==> src/rtl/tpp_pkg.sv <==
package tpp_pkg;

  // Field widths of the pixel stream.
  localparam int X_W       = 10;
  localparam int Y_W       = 9;
  localparam int FRAME_W   = 64;
  localparam int CHAN_W    = 8;
  localparam int HASH_W    = 11;
  localparam int IN_DATA_W = 88;
  localparam int OUT_DATA_W = 24;

  // Pattern geometry.
  localparam int BAR_SHIFT     = 3;
  localparam int BAR_LEN       = 8;
  localparam int SAFE_X_MARGIN = 64;
  localparam int SAFE_Y_MARGIN = 44;
  localparam int BLUE_MOD      = 96;
  localparam int MOD96_W       = 7;

  // Colors.
  localparam logic [CHAN_W-1:0] ACCENT_BLUE_BASE = 8'd96;
  localparam logic [CHAN_W-1:0] GUIDE_R = 8'd36;
  localparam logic [CHAN_W-1:0] GUIDE_G = 8'd58;
  localparam logic [CHAN_W-1:0] GUIDE_B = 8'd78;
  localparam logic [CHAN_W-1:0] GRAD_R_BASE = 8'd12;
  localparam logic [CHAN_W-1:0] GRAD_G_BASE = 8'd18;
  localparam logic [CHAN_W-1:0] GRAD_B = 8'd34;
  localparam logic [CHAN_W-1:0] BG_R = 8'd6;
  localparam logic [CHAN_W-1:0] BG_G = 8'd8;
  localparam logic [CHAN_W-1:0] BG_B = 8'd14;

  // Red sits in the lowest bits of the output word.
  typedef struct packed {
    logic [CHAN_W-1:0] blue;
    logic [CHAN_W-1:0] green;
    logic [CHAN_W-1:0] red;
  } rgb_t;

  // Per-pixel facts that do not depend on the frame residues.
  typedef struct packed {
    logic [X_W-1:0]    x;
    logic              guide;
    logic              safe;
    logic [CHAN_W-1:0] grad_r;
    logic [CHAN_W-1:0] grad_g;
    logic [CHAN_W-1:0] frame_lo;
  } side_t;

  // Load enables of the three residue stages.
  typedef struct packed {
    logic s1;
    logic s2;
    logic s3;
  } pipe_en_t;

endpackage

==> src/rtl/tpp_modred.sv <==
module tpp_modred import tpp_pkg::*; #(
  parameter int MOD = 640
) (
  input  logic                       clk_i,
  input  pipe_en_t                   en_i,
  input  logic [FRAME_W-1:0]         val_i,
  output logic [$clog2(MOD)-1:0]     res_o
);

  localparam int RES_W = $clog2(MOD);
  localparam int NIB   = FRAME_W / 4;
  localparam logic [RES_W:0] MOD_V = (RES_W+1)'(MOD);

  // Residue of n * 16**pos, built by doubling and adding with a conditional subtract.
  function automatic int nib_res(int pos, int n);
    int w;
    int acc;
    int i;
    int k;
    w = 1;
    for (i = 0; i < 4 * pos; i++) begin
      w = w * 2;
      if (w >= MOD) w = w - MOD;
    end
    acc = 0;
    for (k = 0; k < n; k++) begin
      acc = acc + w;
      if (acc >= MOD) acc = acc - MOD;
    end
    return acc;
  endfunction

  function automatic logic [RES_W-1:0] addm(logic [RES_W-1:0] a, logic [RES_W-1:0] b);
    logic [RES_W:0] s;
    s = {1'b0, a} + {1'b0, b};
    if (s >= MOD_V) s = s - MOD_V;
    return s[RES_W-1:0];
  endfunction

  logic [RES_W-1:0] tbl  [NIB][16];
  logic [RES_W-1:0] look [NIB];
  logic [RES_W-1:0] r1_q [8];
  logic [RES_W-1:0] r2_q [2];
  logic [RES_W-1:0] r3_q;

  for (genvar p = 0; p < NIB; p++) begin : g_tbl
    for (genvar n = 0; n < 16; n++) begin : g_ent
      assign tbl[p][n] = RES_W'(nib_res(p, n));
    end
    assign look[p] = tbl[p][val_i[4*p +: 4]];
  end

  for (genvar j = 0; j < 8; j++) begin : g_s1
    always_ff @(posedge clk_i) begin
      if (en_i.s1) r1_q[j] <= addm(look[2*j], look[2*j+1]);
    end
  end

  for (genvar j = 0; j < 2; j++) begin : g_s2
    always_ff @(posedge clk_i) begin
      if (en_i.s2) begin
        r2_q[j] <= addm(addm(r1_q[4*j], r1_q[4*j+1]), addm(r1_q[4*j+2], r1_q[4*j+3]));
      end
    end
  end

  always_ff @(posedge clk_i) begin
    if (en_i.s3) r3_q <= addm(r2_q[0], r2_q[1]);
  end

  assign res_o = r3_q;

endmodule

==> src/rtl/tpp_classify.sv <==
module tpp_classify import tpp_pkg::*; #(
  parameter int FRAME_WIDTH  = 640,
  parameter int FRAME_HEIGHT = 480
) (
  input  logic [X_W-1:0]    pixel_x_i,
  input  logic [Y_W-1:0]    pixel_y_i,
  input  logic [CHAN_W-1:0] frame_lo_i,
  output side_t             side_o
);

  localparam int CMP_W = 13;
  localparam logic [CMP_W-1:0] SafeXLo = CMP_W'(SAFE_X_MARGIN);
  localparam logic [CMP_W-1:0] SafeXHi = CMP_W'(FRAME_WIDTH - SAFE_X_MARGIN);
  localparam logic [CMP_W-1:0] SafeYLo = CMP_W'(SAFE_Y_MARGIN);
  localparam logic [CMP_W-1:0] SafeYHi = CMP_W'(FRAME_HEIGHT - SAFE_Y_MARGIN);

  function automatic logic mult15(logic [6:0] v);
    logic hit;
    hit = 1'b0;
    for (int k = 0; k < 9; k++) hit = hit | (v == 7'(15 * k));
    return hit;
  endfunction

  function automatic logic mult5(logic [4:0] v);
    logic hit;
    hit = 1'b0;
    for (int k = 0; k < 7; k++) hit = hit | (v == 5'(5 * k));
    return hit;
  endfunction

  logic [CMP_W-1:0] xe;
  logic [CMP_W-1:0] ye;

  assign xe = CMP_W'(pixel_x_i);
  assign ye = CMP_W'(pixel_y_i);

  always_comb begin
    side_o.x        = pixel_x_i;
    // A multiple of 120 is a multiple of 8 whose eighth is a multiple of 15;
    // a multiple of 80 is a multiple of 16 whose sixteenth is a multiple of 5.
    side_o.guide    = ((pixel_x_i[2:0] == 3'd0) && mult15(pixel_x_i[9:3])) ||
                      ((pixel_y_i[3:0] == 4'd0) && mult5(pixel_y_i[8:4]));
    side_o.safe     = (xe > SafeXLo) && (xe < SafeXHi) && (ye > SafeYLo) && (ye < SafeYHi);
    side_o.grad_r   = GRAD_R_BASE + CHAN_W'(pixel_x_i[9:5]);
    side_o.grad_g   = GRAD_G_BASE + CHAN_W'(pixel_y_i[8:5]);
    side_o.frame_lo = frame_lo_i;
  end

endmodule

==> src/rtl/tpp_shade.sv <==
module tpp_shade import tpp_pkg::*; #(
  parameter int FRAME_WIDTH = 640
) (
  input  side_t                          side_i,
  input  logic [$clog2(FRAME_WIDTH)-1:0] bar_i,
  input  logic [MOD96_W-1:0]             mod96_i,
  input  logic [HASH_W-1:0]              accent_seed_i,
  output rgb_t                           rgb_o
);

  localparam int BAR_W = $clog2(FRAME_WIDTH);
  localparam int CW    = ((BAR_W > X_W) ? BAR_W : X_W) + 1;

  logic [CW-1:0] xe;
  logic [CW-1:0] bar_lo;
  logic [CW-1:0] bar_hi;
  logic          on_bar;

  assign xe     = CW'(side_i.x);
  assign bar_lo = CW'(bar_i);
  assign bar_hi = bar_lo + CW'(BAR_LEN);
  assign on_bar = (xe >= bar_lo) && (xe < bar_hi);

  always_comb begin
    if (on_bar) begin
      rgb_o.red   = accent_seed_i[CHAN_W-1:0] + side_i.frame_lo;
      rgb_o.green = accent_seed_i[HASH_W-1:HASH_W-CHAN_W];
      rgb_o.blue  = ACCENT_BLUE_BASE + CHAN_W'(mod96_i);
    end else if (side_i.guide) begin
      rgb_o.red   = GUIDE_R;
      rgb_o.green = GUIDE_G;
      rgb_o.blue  = GUIDE_B;
    end else if (side_i.safe) begin
      rgb_o.red   = side_i.grad_r;
      rgb_o.green = side_i.grad_g;
      rgb_o.blue  = GRAD_B;
    end else begin
      rgb_o.red   = BG_R;
      rgb_o.green = BG_G;
      rgb_o.blue  = BG_B;
    end
  end

endmodule

==> src/rtl/placeholder_test_pattern_pixel_unit.sv <==
// Test pattern pixel generator: one pixel word in, one RGB word out, one pixel per
// clock sustained while the output side is ready. The pipeline is the three-stage
// residue tree that reduces the 64-bit frame count (frame / 8 mod FRAME_WIDTH for
// the moving bar, frame mod 96 for the bar's blue), followed by the output register
// that holds the selected color. Each stage stalls only when it is full and the
// stage after it is held, so bubbles close up and the input keeps flowing while a
// result waits. The accent seed is loaded through cfg_wr_en_i and is expected to
// change only while the pipeline is empty.
module placeholder_test_pattern_pixel_unit import tpp_pkg::*; #(
  parameter int FRAME_WIDTH  = 640,
  parameter int FRAME_HEIGHT = 480
) (
  input  logic                  clk_i,
  input  logic                  rst_ni,
  input  logic                  cfg_wr_en_i,
  input  logic [HASH_W-1:0]     cfg_wr_data_i,
  input  logic                  s_axis_tvalid,
  output logic                  s_axis_tready,
  // pixel_x [9:0], pixel_y [18:10], frame_number [82:19], zero fill [87:83]
  input  logic [IN_DATA_W-1:0]  s_axis_tdata,
  output logic                  m_axis_tvalid,
  input  logic                  m_axis_tready,
  // red [7:0], green [15:8], blue [23:16]
  output logic [OUT_DATA_W-1:0] m_axis_tdata
);

  localparam int BAR_W = $clog2(FRAME_WIDTH);

  logic [X_W-1:0]     pixel_x;
  logic [Y_W-1:0]     pixel_y;
  logic [FRAME_W-1:0] frame_number;
  logic [FRAME_W-1:0] bar_count;

  logic [HASH_W-1:0] accent_seed_q;

  logic v1_q, v2_q, v3_q, out_valid_q;
  logic rdy1, rdy2, rdy3, rdy4;
  pipe_en_t en;

  side_t side0;
  side_t side1_q, side2_q, side3_q;
  logic [BAR_W-1:0]   bar;
  logic [MOD96_W-1:0] mod96;
  rgb_t rgb_d, rgb_q;

  assign pixel_x      = s_axis_tdata[9:0];
  assign pixel_y      = s_axis_tdata[18:10];
  assign frame_number = s_axis_tdata[82:19];
  assign bar_count    = frame_number >> BAR_SHIFT;

  always_ff @(posedge clk_i or negedge rst_ni) begin
    if (!rst_ni) begin
      accent_seed_q <= '0;
    end else if (cfg_wr_en_i) begin
      accent_seed_q <= cfg_wr_data_i;
    end
  end

  // A stage takes a new word when it is empty or its word moves on.
  assign rdy4 = !out_valid_q || m_axis_tready;
  assign rdy3 = !v3_q || rdy4;
  assign rdy2 = !v2_q || rdy3;
  assign rdy1 = !v1_q || rdy2;
  assign s_axis_tready = rdy1;

  assign en.s1 = rdy1;
  assign en.s2 = rdy2;
  assign en.s3 = rdy3;

  always_ff @(posedge clk_i or negedge rst_ni) begin
    if (!rst_ni) begin
      v1_q        <= 1'b0;
      v2_q        <= 1'b0;
      v3_q        <= 1'b0;
      out_valid_q <= 1'b0;
    end else begin
      if (rdy1) v1_q <= s_axis_tvalid;
      if (rdy2) v2_q <= v1_q;
      if (rdy3) v3_q <= v2_q;
      if (rdy4) out_valid_q <= v3_q;
    end
  end

  tpp_classify #(
    .FRAME_WIDTH  (FRAME_WIDTH),
    .FRAME_HEIGHT (FRAME_HEIGHT)
  ) u_classify (
    .pixel_x_i  (pixel_x),
    .pixel_y_i  (pixel_y),
    .frame_lo_i (frame_number[CHAN_W-1:0]),
    .side_o     (side0)
  );

  tpp_modred #(
    .MOD (FRAME_WIDTH)
  ) u_bar_mod (
    .clk_i (clk_i),
    .en_i  (en),
    .val_i (bar_count),
    .res_o (bar)
  );

  tpp_modred #(
    .MOD (BLUE_MOD)
  ) u_blue_mod (
    .clk_i (clk_i),
    .en_i  (en),
    .val_i (frame_number),
    .res_o (mod96)
  );

  always_ff @(posedge clk_i) begin
    if (rdy1) side1_q <= side0;
    if (rdy2) side2_q <= side1_q;
    if (rdy3) side3_q <= side2_q;
    if (rdy4) rgb_q   <= rgb_d;
  end

  tpp_shade #(
    .FRAME_WIDTH (FRAME_WIDTH)
  ) u_shade (
    .side_i        (side3_q),
    .bar_i         (bar),
    .mod96_i       (mod96),
    .accent_seed_i (accent_seed_q),
    .rgb_o         (rgb_d)
  );

  assign m_axis_tvalid = out_valid_q;
  assign m_axis_tdata  = rgb_q;

endmodule

==> config.mk <==
export PLATFORM = sky130hd
export DESIGN_NAME = placeholder_test_pattern_pixel_unit
export DESIGN_NICKNAME = d
export VERILOG_FILES = /design/src/rtl/tpp_pkg.sv /design/src/rtl/tpp_modred.sv /design/src/rtl/tpp_classify.sv /design/src/rtl/tpp_shade.sv /design/src/rtl/placeholder_test_pattern_pixel_unit.sv
export SDC_FILE = /design/constraint.sdc
export NUM_CORES = 1
export LEC_CHECK = 0
export ABC_CLOCK_PERIOD_IN_PS = 10700
export BUFFER_PORTS_ARGS = -buffer_cell sky130_fd_sc_hd__buf_4
export CORE_ASPECT_RATIO = 1.25
export CORE_MARGIN = 3
export CORE_UTILIZATION = 32
export CTS_BUF_LIST = sky130_fd_sc_hd__clkbuf_8
export DETAILED_ROUTE_END_ITERATION = 7
export PLACE_DENSITY = 0.57
export REMOVE_ABC_BUFFERS = 1
export SKIP_LAST_GASP = 1
export SLEW_MARGIN = 20
export SYNTH_ARGS = -nofsm -noshare
export SYNTH_HDL_FRONTEND = slang
export SYNTH_SLANG_ARGS = --single-unit
==> constraint.sdc <==
create_clock -name clk_i -period 10.7 [get_ports clk_i]
set_clock_uncertainty 0.05 [all_clocks]
set_input_delay 0.535 -clock clk_i [delete_from_list [all_inputs] [get_ports clk_i]]
set_output_delay 0.535 -clock clk_i [all_outputs]
set_load 0.05 [all_outputs]
# Word level (Yosys, flattened, before mapping)
# Memory sizes are Yosys's and may differ from the RTL's.
# Cells that the tools add are included.
# op_classes
n_addsub,65
mul,0
div,0
n_lt_le_gt_ge,68
n_eq_ne,14
n_shift,0
mux,129
n_bitwise,46
reduce_logical,19
# ops
cell,count
10-bit 2-to-1 mux,61
7-bit 2-to-1 mux,61
10-bit by 10-bit adder with 11-bit output,15
11-bit by 10-bit >= comparator with 1-bit output (second input constant),15
5-bit >= comparator (second input constant),32
4-bit inverter with 5-bit output,31
10-bit subtractor (second input constant),15
7-bit by 7-bit adder with 8-bit output,15
8-bit by 7-bit >= comparator with 1-bit output (second input constant),15
7-bit subtractor (second input constant),15
24-bit 2-to-1 mux,2
7-bit equality test (second input constant),4
22-bit 2-to-1 mux,1
5-bit equality test (second input constant),3
7-bit by 6-bit equality test with 1-bit output (second input constant),2
1-bit bitwise OR,14
10-bit by 4-bit adder with 11-bit output (second input constant),1
10-bit by 11-bit < comparator with 1-bit output,1
5-bit by 4-bit equality test with 1-bit output (second input constant),2
10-bit >= comparator,1
10-bit by 7-bit greater-than comparator with 1-bit output (second input constant),1
10-bit < comparator (second input constant),1
9-bit by 6-bit greater-than comparator with 1-bit output (second input constant),1
9-bit < comparator (second input constant),1
other kinds (16),31
# totals
reg_bits,164
latch_bits,0
ram_bits,170
rom_bits,4352
inputBits,104
memories,36
# mem_list
memory,words,width,read_ports,rd_clocked_by_memory_dff,wr,line_no,text
(name not given),16,10,1,0,0,tpp_modred.sv:50,assign look[p] = tbl[p][val_i[4*p +: 4]];
(name not given),16,10,1,0,0,tpp_modred.sv:50,
(name not given),16,10,1,0,0,tpp_modred.sv:50,
(name not given),16,10,1,0,0,tpp_modred.sv:50,
(name not given),16,10,1,0,0,tpp_modred.sv:50,
(name not given),16,10,1,0,0,tpp_modred.sv:50,
30 more memories,--,--,--,--,--,--,

# Longest topological paths before layout
# Gate-level depths: netlist of run 1.
# depth
depth_word,11
mapped_depth,18
ltp_nobuf,18

# Cells and area by module
# A second synthesis of run 1 with hierarchy kept.
# unflattened
cells_unflattened,1311
area_unflattened_um2,15671.3
# modules_own_cells
mod,instances,cells_per_inst,area_per_inst_um2,seq_area_each_um2
tpp_modred (u_bar_mod),1,558,5881.9,1561.5
placeholder_test_pattern_pixel_unit,1,169,4579.4,4339.2
tpp_modred (u_blue_mod),1,351,3452.1,1111.1
tpp_shade,1,160,1179.9,0.0
tpp_classify,1,73,578.1,0.0

# Worst setup path after synthesis of run 1
# Ideal clock, no wire load.
# synth_path
path_type,register to register
startpoint,"register out_valid_q, in the netlist m_axis_tvalid"
endpoint,register side1_q[0] (netlist bit) (enable)
arrival_time_ns,3.320
slack_ns,6.098
stages_incl_launch_ff,3
path_buffers,0
period_less_slack_ns,4.602
path_cell_list,dfrtp_1 -> nor2b_1 -> nand4_1
# synth_via
elab_chain_len,5
# synth_lines
item,line_no,text
start: declaration,placeholder_test_pattern_pixel_unit.sv:36,"logic v1_q, v2_q, v3_q, out_valid_q;"
start signal: assignment,placeholder_test_pattern_pixel_unit.sv:80,if (rdy4) out_valid_q <= v3_q;
1-bit zero test,placeholder_test_pattern_pixel_unit.sv:60,assign rdy4 = !out_valid_q || m_axis_tready;
1-bit logical OR,placeholder_test_pattern_pixel_unit.sv:60,
1-bit logical OR,placeholder_test_pattern_pixel_unit.sv:61,assign rdy3 = !v3_q || rdy4;
1-bit logical OR,placeholder_test_pattern_pixel_unit.sv:62,assign rdy2 = !v2_q || rdy3;
1-bit logical OR,placeholder_test_pattern_pixel_unit.sv:63,assign rdy1 = !v1_q || rdy2;
via s_axis_tready,placeholder_test_pattern_pixel_unit.sv:18,"output logic s_axis_tready,"
end signal: assignment,placeholder_test_pattern_pixel_unit.sv:113,if (rdy1) side1_q <= side0;
end: declaration,placeholder_test_pattern_pixel_unit.sv:41,"side_t side1_q, side2_q, side3_q;"
# The timed path passes the listed nets, and every way through them passes these cells.
# A chain may end at the register's enable or synchronous reset.

==> results.txt, run 1 <==
----------------------------------------------------
[GRT]
  Overflow left after global routing ... 0
  Vias in the first global route ... 8805
  Gr usage total ... 11.1%
  Global-route wire length before repair ... 41100 um
  Maximum number of pins on one net before global-route repair ... 72
  Number of antenna violations at the first check in global routing ... 3

[Timing]
  Final worst hold slack ... 0.203 ns
  Slew at the pin closest to its max-slew limit ... just under 1 ns
  Fmax ... 213 MHz
  Clock period minus final worst setup slack ... between 4 and 5 ns
  Crit path setup slack, layout ... 6.02 ns
  Setup repair after global routing missed its margin ... no
  Worst slew slack as a fraction of its limit ... 36.0%
  Number of failing setup endpoints in the final timing report ... 0
  Final Hold Violating Endpoints ... 0
  Total negative setup slack ... 0 ns
  Slew Limit Fails ... 0
  Final worst path period share ... 43.8%

[Routing]
  Antenna-violating nets left ... 0
  Drt wl/cell ... 13.0 um
  DRC Markers ... 0
  Routed vias ... 8833
  Post-Route WL ... between 20000 and 25000 um
  Initial DRC Count ... slightly above 300
  1st-pass router iterations ... 4
  Via-to-Cell Ratio ... 4.67

[CTS]
  Cts bufs inserted ... 17
  Clock transition time at the flip-flop clock pins of the worst setup and hold paths ... 0.10 ns
  Clock Latency Late Sink ... between 0.4 and 0.5 ns
  Clock tree from TritonCTS ... yes
  Clk sink count ... 188
  Clock tree root driver cell ... clkbuf_8
  H-tree lvl count ... 4
  Clk buf depth ... 2

[Layout]
  Filler Cell Count ... 4075
  Nets@finish ... 1668
  Layout Area Growth over Synthesis ... 14.7%
  Share of cells above drive strength 1 ... around 16%
  Area of all placed cells without fillers ... 15600 um2
  Diode insertion count for antenna repair ... 0

[Yosys]
  Most repeated cell in the gate-level netlist after synthesis ... ha_1
  Number of enable-type register cells in the synthesized netlist ... 173
  Number of library cell types mapped by synthesis ... 57
  Cell Area, Synth ... 13600 um2
  Cell count after synthesis ... approximately 1200
  Cells taking the most area after synthesis ... edfxtp_1 (38%), ha_1 (19%), mux2i_1 (4.8%)
  Seq cells post-synth ... between 150 and 200
  Commonest cells in the synthesized netlist ... ha_1 (211), edfxtp_1 (173), inv_1 (151)
  Sequential element share of the synthesized area ... 41.0%
  Cell taking the most area after synthesis ... edfxtp_1
  Average instance area after synthesis ... 11.4 um2
  Count of synthesis-stage warnings from yosys ... 0
  Yosys top cell area share ... 38.2%
  Top FF cell, synth ... edfxtp_1
  Share of synthesized registers carrying an async set or reset ... 7.98%

[Run]
  Maximum Capacitance Violations ... 0

[Critical path]
  CP endpoint kind ... flip-flop
  Cell count of the worst reg-to-reg path ... 15
  Endpoint of the lowest-slack register-to-register path ... u_bar_mod.r2_q[0][18]$_DFFE_PP_
  R2R Setup Slk ... 6.02 ns
  CP Data Arrival Time ... between 4 and 5 ns
  CP max FO ... 3
  Beginning of the worst register-to-register path ... u_bar_mod.r1_q[1][7]$_DFFE_PP_
  Source of the critical timing path ... u_bar_mod.r1_q[1][7]$_DFFE_PP_
  Worst Setup Path Type ... flip-flop to flip-flop
  Data required time at the worst endpoint ... 10.88 ns
  Sort of element at the start of the critical path ... flip-flop

[Placement]
  Placed wire-length estimate ... around 20000 um
  Number of buffers inserted by port buffering ... 124
  Gp weighted congestion ... 0.841
  Pre-CTS setup slack ... roughly 6.1 ns
  Placed instance area ... 15200 um2

[Power and ir drop]
  Final Total Pwr ... between 0.004 and 0.005 W
  Maximum vdd ir drop ... 0.282 mV
  Power per cell area ... 275 nW/um2
  Leakage power ... 6.98 nW

[Min path]
  Startpoint of the tightest hold check path ... s_axis_tdata[21]
  Worst Hold Path EP ... side1_q[2]$_DFFE_PP_
  Class of the most critical hold timing path ... input pin to flip-flop
  Depth of the worst hold-timing path ... 1

[Floorplanning]
  Horizontal extent of the die ... 190 um
  Initial standard-cell utilization of the core ... 32.7%
  Number of placement rows ... 83
  Die Area ... about 45000 um2
  Overall die height ... 236 um
  IO Count ... 130
  Standard cell core area ... 41500 um2

[Run status]
  Result of the run ... complete, no violations

----------------------------------------------------
[timing repair]
action                                 in CTS  in global routing
hold buffers                                1                  0
gates resized for setup                     0                  0
endpoints found under the hold margin      15                  0
buffers inserted                            0                  0
setup endpoints to repair                   0                  0
[worst max-delay path, stage by stage, from the launching register on]
cell and delay, ns:
edfxtp_1 0.38, ha_1 0.23, fa_1 0.51, inv_1 0.06, ha_1 0.19, nor2b_1 0.16, o21ai_0 0.10, a211oi_1 0.44
mux2_2 0.42, fa_1 0.54, inv_1 0.07, ha_1 0.19, nor2b_1 0.17, o21ai_0 0.10, a211oi_1 0.45, mux2_2 0.39
[layout by cell type (no fill, tap or decap), drive strengths merged, types with 5 or more instances in the layout]
master,count
ha,211
edfxtp,173
inv,161
buf,127
o21ai,76
a21oi,68
mux2i,65
nor2,59
nand2,54
xnor2,41
mux2,35
nand3,29
fa,28
nor2b,27
clkbuf,17
dfrtp,15
mux4,14
a211oi,14
nand2b,13
nor3b,12
a21o,11
nor3,8
o211ai,8
nand4,7
o22ai,6
o22a,6
o21a,5
xor2,5
clkinv,5
[registers in the layout, summed over array words and instances, names as in the netlist]
register and flops:
side1_q 29, side2_q 29, side3_q 29, u_bar_mod.r1_q 25, m_axis_tdata 24, u_blue_mod.r1_q 16, accent_seed_q 11, u_bar_mod.r2_q 9
u_bar_mod.res_o 6, u_blue_mod.r2_q 4, u_blue_mod.res_o 2, m_axis_tvalid 1, v1_q 1, v2_q 1, v3_q 1
[logic make-up after synthesis]
family	share of synthesized area, %
AO/OA/AOI/OAI	9.50
XOR/XNOR	2.96
adder cells (fa/ha/maj)	23.6
buffers and inverters	4.78
flip-flops	41.0
multiplexers	10.0
AND/OR/NAND/NOR	8.20
[routing by layer]
metal / global-route usage [%] / wire length (um) / vias to the layer above
met5: 0 / 34 / -
met4: 2.94 / 429 / 6
met3: 2.50 / 1060 / 30
met2: 20.4 / 12700 / 125
met1: 13.0 / 10400 / 4135
li1: - / - / 4537
[final cells by class]
class,instances,area (um2),area share (%)
clock inverter,15,186,1.20
tap,552,691,4.43
timing repair buffer,128,963,6.18
sequential,188,5570,35.7
clock buffer,17,234,1.50
multi-input combinational,838,7370,47.3
inverter,152,571,3.66
[through the flow]
stage	util, %	std cells
6_report	37.5	1890
5_1_grt	37.5	1890
4_1_cts	37.5	1890
3_5_place_dp	36.5	1857
3_3_place_gp	36.5	1857
2_1_floorplan	-	1178
[report_power, final]
| part | leakage (nW) | switching [W] | internal, W |
|---|---|---|---|
| clock network | 0.213 | 0.000284 | 0.000201 |
| logic | 4.80 | 0.00136 | 0.00120 |
| registers | 1.96 | 0.0000832 | 0.00116 |
[worst max-delay path by stage]
stage,to,slack [ns]
after detailed placement,u_bar_mod.r2_q[0][18]$_DFFE_PP_,6.06
after CTS,u_bar_mod.r2_q[0][18]$_DFFE_PP_,6.01
after floorplan,side1_q[0]$_DFFE_PP_,6.10
after global routing,u_bar_mod.r2_q[0][18]$_DFFE_PP_,5.62
final,u_bar_mod.r2_q[0][18]$_DFFE_PP_,6.02
after global placement,u_bar_mod.r2_q[0][18]$_DFFE_PP_,6.13
No activity file was read; power rests on OpenSTA's default activity.
==> run 2, diff against run 1 <==
--- a/config.mk
+++ b/config.mk
@@ -5,14 +5,14 @@
 export SDC_FILE = /design/constraint.sdc
 export NUM_CORES = 1
 export LEC_CHECK = 0
-export ABC_CLOCK_PERIOD_IN_PS = 10700
+export ABC_CLOCK_PERIOD_IN_PS = 4300
 export BUFFER_PORTS_ARGS = -buffer_cell sky130_fd_sc_hd__buf_4
 export CORE_ASPECT_RATIO = 1.25
 export CORE_MARGIN = 3
 export CORE_UTILIZATION = 32
 export CTS_BUF_LIST = sky130_fd_sc_hd__clkbuf_8
 export DETAILED_ROUTE_END_ITERATION = 7
-export PLACE_DENSITY = 0.57
+export PLACE_DENSITY = 0.59
 export REMOVE_ABC_BUFFERS = 1
 export SKIP_LAST_GASP = 1
 export SLEW_MARGIN = 20
==> constraint.sdc (replaced) <==
create_clock -name clk_i -period 4.3 [get_ports clk_i]
set_clock_uncertainty 0.05 [all_clocks]
set_input_delay 0.215 -clock clk_i [delete_from_list [all_inputs] [get_ports clk_i]]
set_output_delay 0.215 -clock clk_i [all_outputs]
set_load 0.05 [all_outputs]
==> results.txt, run 2 (synthesis results as in run 1) <==
----------------------------------------------------
[Layout]
  Nets@finish ... 1710
  Share of cells above drive strength 1 ... around 18%
  Count of placed standard cells in the final layout, fillers left out ... 1933
  Area taken by flip-flops and latches ... about 5600 um2
  Filler Cell Count ... roughly 4000
  Layout Area Growth over Synthesis ... 18.5%
  Commonest cells after routing, fill and taps aside ... ha_1 (204), edfxtp_1 (173), inv_1 (149)
  Area of the multi-input gates ... 7500 um2
  Largest registers ... side1_q (29), side2_q (29), side3_q (29)
  Leading cell type in the layout, fill and taps excluded ... ha_1

[Floorplanning]
  Initial standard-cell utilization of the core ... 32.7%
  Overall die height ... 236 um
  Horizontal extent of the die ... about 190 um
  IO Count ... 130
  Die Area ... between 40000 and 50000 um2
  Number of placement rows ... 83
  Standard cell core area ... 41500 um2

[Critical path]
  CP endpoint kind ... flip-flop
  Data required time at the worst endpoint ... 4.47 ns
  CP max FO ... 2
  Sort of element at the start of the critical path ... flip-flop
  Worst Setup Path Type ... flip-flop to flip-flop
  CP Data Arrival Time ... 4.34 ns

[Run status]
  Result of the run ... complete, no violations

[Timing]
  Slew at the pin closest to its max-slew limit ... slightly below 1 ns
  Final worst path period share ... a little over nine tenths
  Slew Limit Fails ... 0
  Total negative setup slack ... 0 ns
  Crit path setup slack, layout ... between 0.1 and 0.15 ns
  Clock period minus final worst setup slack ... 4.17 ns
  Fmax ... between 200 and 250 MHz
  Setup repair after global routing missed its margin ... yes
  Number of failing setup endpoints in the final timing report ... 0
  Final worst hold slack ... 0.0430 ns
  Worst slew slack as a fraction of its limit ... between 30 and 40%
  Final Hold Violating Endpoints ... 0

[Routing]
  DRC Markers ... 0
  Via-to-Cell Ratio ... 4.70
  1st-pass router iterations ... 4
  Post-Route WL ... 25800 um
  Initial DRC Count ... 322
  Antenna-violating nets left ... 0
  Routed vias ... between 9000 and 10000
  Drt wl/cell ... ~13 um

[GRT]
  Maximum number of pins on one net before global-route repair ... 44
  Global-route wire length before repair ... ~43000 um
  Number of antenna violations at the first check in global routing ... 3
  Overflow left after global routing ... 0
  Vias in the first global route ... 9180
  Gr usage total ... 11.4%

[Placement]
  Gp weighted congestion ... 0.842
  Cell total after placement ... 1861
  Placed wire-length estimate ... 20600 um
  Pre-CTS setup slack ... -0.231 ns
  Number of buffers inserted by port buffering ... 124

[Power and ir drop]
  Leakage power ... 7.17 nW
  Final Total Pwr ... around 0.012 W
  Power per cell area ... 734 nW/um2
  Maximum vdd ir drop ... 0.741 mV

[CTS]
  Cts bufs inserted ... 17
  Clock tree root driver cell ... clkbuf_8
  Clk sink count ... 188
  H-tree lvl count ... 4
  Clk buf depth ... 2
  Clock transition time at the flip-flop clock pins of the worst setup and hold paths ... ~0.11 ns
  Clock Latency Late Sink ... 0.47 ns
  Clock tree from TritonCTS ... yes

[Min path]
  Class of the most critical hold timing path ... input pin to flip-flop

[Run]
  Maximum Capacitance Violations ... 0

----------------------------------------------------
==> run 2: worst max-delay path, cell delays in order (launching register included) <==
cell	delay [ns]
edfxtp_1	0.38
ha_2	0.21
fa_1	0.55
inv_2	0.08
ha_4	0.16
nor2b_4	0.13
o21ai_2	0.06
a211oi_2	0.28
buf_4	0.17
xnor2_2	0.10
ha_2	0.21
fa_1	0.44
inv_2	0.13
ha_4	0.14
nor2b_4	0.15
o21ai_2	0.06
a211oi_2	0.29
buf_4	0.17
nor2_1	0.04
xnor2_1	0.11
==> run 2: where the power goes <==
group	switching (W)	internal, W
registers	0.000212	0.00290
logic	0.00385	0.00368
clock network	0.000690	0.000492
total	0.00476	0.00707
==> run 2: stage by stage <==
step	cell area [um2]	util (%)
floorplan	13500	-
global placement	15200	36.6
detailed placement	15200	36.6
CTS	16000	38.5
global route	16100	38.8
finish	16100	38.8
==> run 2: what timing repair did <==
action                                 CTS  global route
gates cloned                             0             0
hold buffers                            37             0
setup endpoints to repair                3             4
setup buffers                            0             2
pin swaps                                2            11
gates resized for setup                  5            25
endpoints found under the hold margin   52             0
==> run 2: cell type report <==
class                           count  area share, %
Multi-Input combinational cell    838           46.5
Sequential cell                   188           34.6
Timing Repair Buffer              170           8.50
Tap cell                          552           4.29
Inverter                          152           3.54
Clock buffer                       17           1.45
Clock inverter                     15           1.08
Antenna cell                        1         0.0155
==> run 2: worst paths after layout <==
kind,start,end,slack [ns],cells past startpoint
worst max-delay path,u_bar_mod.r1_q[1][17]$_DFFE_PP_,u_bar_mod.r2_q[0][19]$_DFFE_PP_,0.13,19
worst min-delay path,cfg_wr_en_i,accent_seed_q[8]$_DFFE_PN0P_,0.04,2
worst max register to register,u_bar_mod.r1_q[1][17]$_DFFE_PP_,u_bar_mod.r2_q[0][19]$_DFFE_PP_,0.13,19
worst min register to register,side2_q[24]$_DFFE_PP_,side3_q[24]$_DFFE_PP_,0.37,0
max in group asynchronous,rst_ni,accent_seed_q[0]$_DFFE_PN0P_,3.90,2
min in group asynchronous,rst_ni,accent_seed_q[8]$_DFFE_PN0P_,0.09,2
==> run 2: metal layers <==
metal,GRT usage [%],vias up,share of wire [%],wire (um)
met5,0,-,0.081,21
met4,2.69,4,1.0,267
met3,1.84,20,3.2,825
met2,21.6,125,53,13700
met1,13.4,4325,43,11000
li1,-,4613,-,-
==> run 3, diff against run 2 <==
--- a/config.mk
+++ b/config.mk
@@ -12,7 +12,7 @@
 export CORE_UTILIZATION = 32
 export CTS_BUF_LIST = sky130_fd_sc_hd__clkbuf_8
 export DETAILED_ROUTE_END_ITERATION = 7
-export PLACE_DENSITY = 0.59
+export PLACE_DENSITY = 0.6
 export REMOVE_ABC_BUFFERS = 1
 export SKIP_LAST_GASP = 1
 export SLEW_MARGIN = 20
==> constraint.sdc (replaced) <==
create_clock -name clk_i -period 4.3 [get_ports clk_i]
set_clock_uncertainty 0.05 [all_clocks]
set_input_delay 0.645 -clock clk_i [delete_from_list [all_inputs] [get_ports clk_i]]
set_output_delay 0.645 -clock clk_i [all_outputs]
set_load 0.05 [all_outputs]
==> results.txt, run 3 (synthesis results as in run 1) <==
----------------------------------------------------
[Layout]
  Area taken by flip-flops and latches ... 5570 um2
  Layout Area Growth over Synthesis ... 15.5%
  Largest registers ... side1_q (29), side2_q (29), side3_q (29)
  Commonest cells after routing, fill and taps aside ... ha_1 (204), edfxtp_1 (173), inv_1 (149)
  Nets@finish ... 1674
  Count of placed standard cells in the final layout, fillers left out ... 1896
  Share of cells above drive strength 1 ... 17.8%
  Area of all placed cells without fillers ... approximately 16000 um2
  Filler Cell Count ... roughly 4100
  Area of the multi-input gates ... about 7500 um2
  Leading cell type in the layout, fill and taps excluded ... ha_1
  Diode insertion count for antenna repair ... 0

[Critical path]
  Cell count of the worst reg-to-reg path ... 17
  Worst Setup Path Type ... flip-flop to flip-flop
  Termination of the worst setup path ... u_bar_mod.r2_q[0][18]$_DFFE_PP_
  Beginning of the worst register-to-register path ... u_bar_mod.r1_q[1][17]$_DFFE_PP_
  R2R Setup Slk ... 0.16 ns
  Sort of element at the start of the critical path ... flip-flop
  Most prevalent standard cell on the critical path ... ha_2
  CP endpoint kind ... flip-flop
  CP Data Arrival Time ... 4.31 ns
  Source of the critical timing path ... u_bar_mod.r1_q[1][17]$_DFFE_PP_
  Endpoint of the lowest-slack register-to-register path ... u_bar_mod.r2_q[0][18]$_DFFE_PP_
  CP max FO ... 2
  Crit path max-delay cell type ... fa_1
  CP max stage delay ... 0.54 ns
  Critical-path cell list ... ha_2 > fa_1 > inv_2 > ha_4 > nor2b_4 > o21ai_1 > a211oi_2 > buf_4 > xnor2_2 > ha_2 > fa_1 > inv_2 > ha_2 > nor2b_4 > nor3b_1 > a211oi_2 > mux2_4
  Data required time at the worst endpoint ... 4.47 ns

[CTS]
  Clock tree from TritonCTS ... yes
  Clk buf depth ... 2
  Cts bufs inserted ... 17
  Clock transition time at the flip-flop clock pins of the worst setup and hold paths ... 0.11 ns
  Clk sink count ... 188
  Clock tree root driver cell ... clkbuf_8
  Clock Latency Late Sink ... between 0.4 and 0.5 ns
  H-tree lvl count ... 4

[Placement]
  Placed wire-length estimate ... slightly above 20000 um
  Gp weighted congestion ... 0.841
  Number of buffers inserted by port buffering ... 124
  Cell total after placement ... 1861
  Placed instance area ... 15200 um2

[Routing]
  DRC Markers ... 0
  Drt wl/cell ... 13.3 um
  1st-pass router iterations ... 5
  Antenna-violating nets left ... 0
  Initial DRC Count ... ~290
  Routed vias ... 8926
  Post-Route WL ... around 25000 um
  Via-to-Cell Ratio ... between 4 and 5

[Timing]
  Final worst hold slack ... slightly above 0.3 ns
  Slew at the pin closest to its max-slew limit ... 0.942 ns
  Worst slew slack as a fraction of its limit ... 37.2%
  Slew Limit Fails ... 0
  Fmax ... 242 MHz
  Final worst path period share ... a little over nine tenths
  Clock period minus final worst setup slack ... 4.14 ns
  Number of failing setup endpoints in the final timing report ... 0
  Final Hold Violating Endpoints ... 0
  Total negative setup slack ... 0 ns

[Run]
  Maximum Capacitance Violations ... 0

[GRT]
  Overflow left after global routing ... 0
  Vias in the first global route ... 9004
  Gr usage total ... around 11%
  Met1 usage ... roughly 13%
  Most Used Layer, Global Route ... met2
  Number of antenna violations at the first check in global routing ... 3
  Grt met2 use ... 21.2%
  Global-route wire length before repair ... 41500 um
  Met3 global-route usage ... 2.21%
  Maximum number of pins on one net before global-route repair ... 72

[Floorplanning]
  Initial standard-cell utilization of the core ... 32.7%
  Die Area ... about 45000 um2
  Standard cell core area ... around 42000 um2
  Number of placement rows ... 83
  Horizontal extent of the die ... 190 um
  Overall die height ... 236 um
  IO Count ... 130

[Min path]
  Depth of the worst hold-timing path ... 1
  Class of the most critical hold timing path ... input pin to flip-flop

[Power and ir drop]
  Final Total Pwr ... 0.0113 W
  Power per cell area ... ~720 nW/um2
  Leakage power ... approximately 7.0 nW
  Maximum vdd ir drop ... between 0.7 and 0.8 mV

[Run status]
  Result of the run ... complete, no violations

----------------------------------------------------
## run 3: cell types whose count changed in the layout (fill, tap and decap cells not counted), moves of 2 or more
cell	previous run	this run
dlygate4sd3_1	37	1
o21ai_2	4	2
inv_6	3	1
clkinv_2	0	3
o21ai_1	0	2
ha_4	4	2
ha_2	3	5
## run 3: worst min-delay path by stage
stage / from / endpoint
global route: s_axis_tdata[19] / side1_q[0]$_DFFE_PP_
finish: s_axis_tdata[19] / side1_q[0]$_DFFE_PP_
CTS: s_axis_tdata[19] / side1_q[0]$_DFFE_PP_
global placement: side1_q[27]$_DFFE_PP_ / side2_q[27]$_DFFE_PP_
detailed placement: side2_q[1]$_DFFE_PP_ / side3_q[1]$_DFFE_PP_
floorplan: rst_ni / accent_seed_q[0]$_DFFE_PN0P_
## run 3: layout make-up
class,instances,share of cell area [%]
multi-input cells,838,47.6
clock inverters,15,0.981
inverters,152,3.64
repair buffers,134,6.43
well taps,552,4.40
clock buffers,17,1.49
flip-flops and latches,188,35.5
## run 3: metrics by stage
stage          worst slack, ns  util [%]
4_1_cts                0.00705      37.6
6_report                 0.163      37.8
5_1_grt                -0.0485      37.8
3_3_place_gp            0.0199      36.6
3_5_place_dp            -0.129      36.6
2_1_floorplan           -0.302         -
## run 3: what timing repair did
item                                    CTS  global route
endpoints found under the hold margin    15             0
hold buffers                              1             0
resized for setup                         3            21
buffers inserted                          0             2
endpoints found under the setup margin    2             5
pin swaps                                 1             6
## run 3: report_power, final
| part | total, W | internal, W | switching, W |
|---|---|---|---|
| combinational | 0.00710 | 0.00350 | 0.00360 |
| sequential | 0.00310 | 0.00290 | 0.000207 |
| clock | 0.00113 | 0.000436 | 0.000695 |
| total | 0.0113 | 0.00683 | 0.00451 |
## run 3: worst max-delay path, delay by kind of cell, from the launching register on
family                   cells  cell delay [ns]
adder cells (fa/ha/maj)      6             1.74
AO/OA/AOI/OAI                3             0.62
flip-flops                   1             0.39
buffers and inverters        3             0.34
AND/OR/NAND/NOR              3             0.33
multiplexers                 1             0.33
XOR/XNOR                     1             0.10
## run 3: layer usage
layer	routed length, um	vias up
li1	-	4545
met1	10700	4238
met2	13200	114
met3	882	23
met4	358	6
met5	34	-
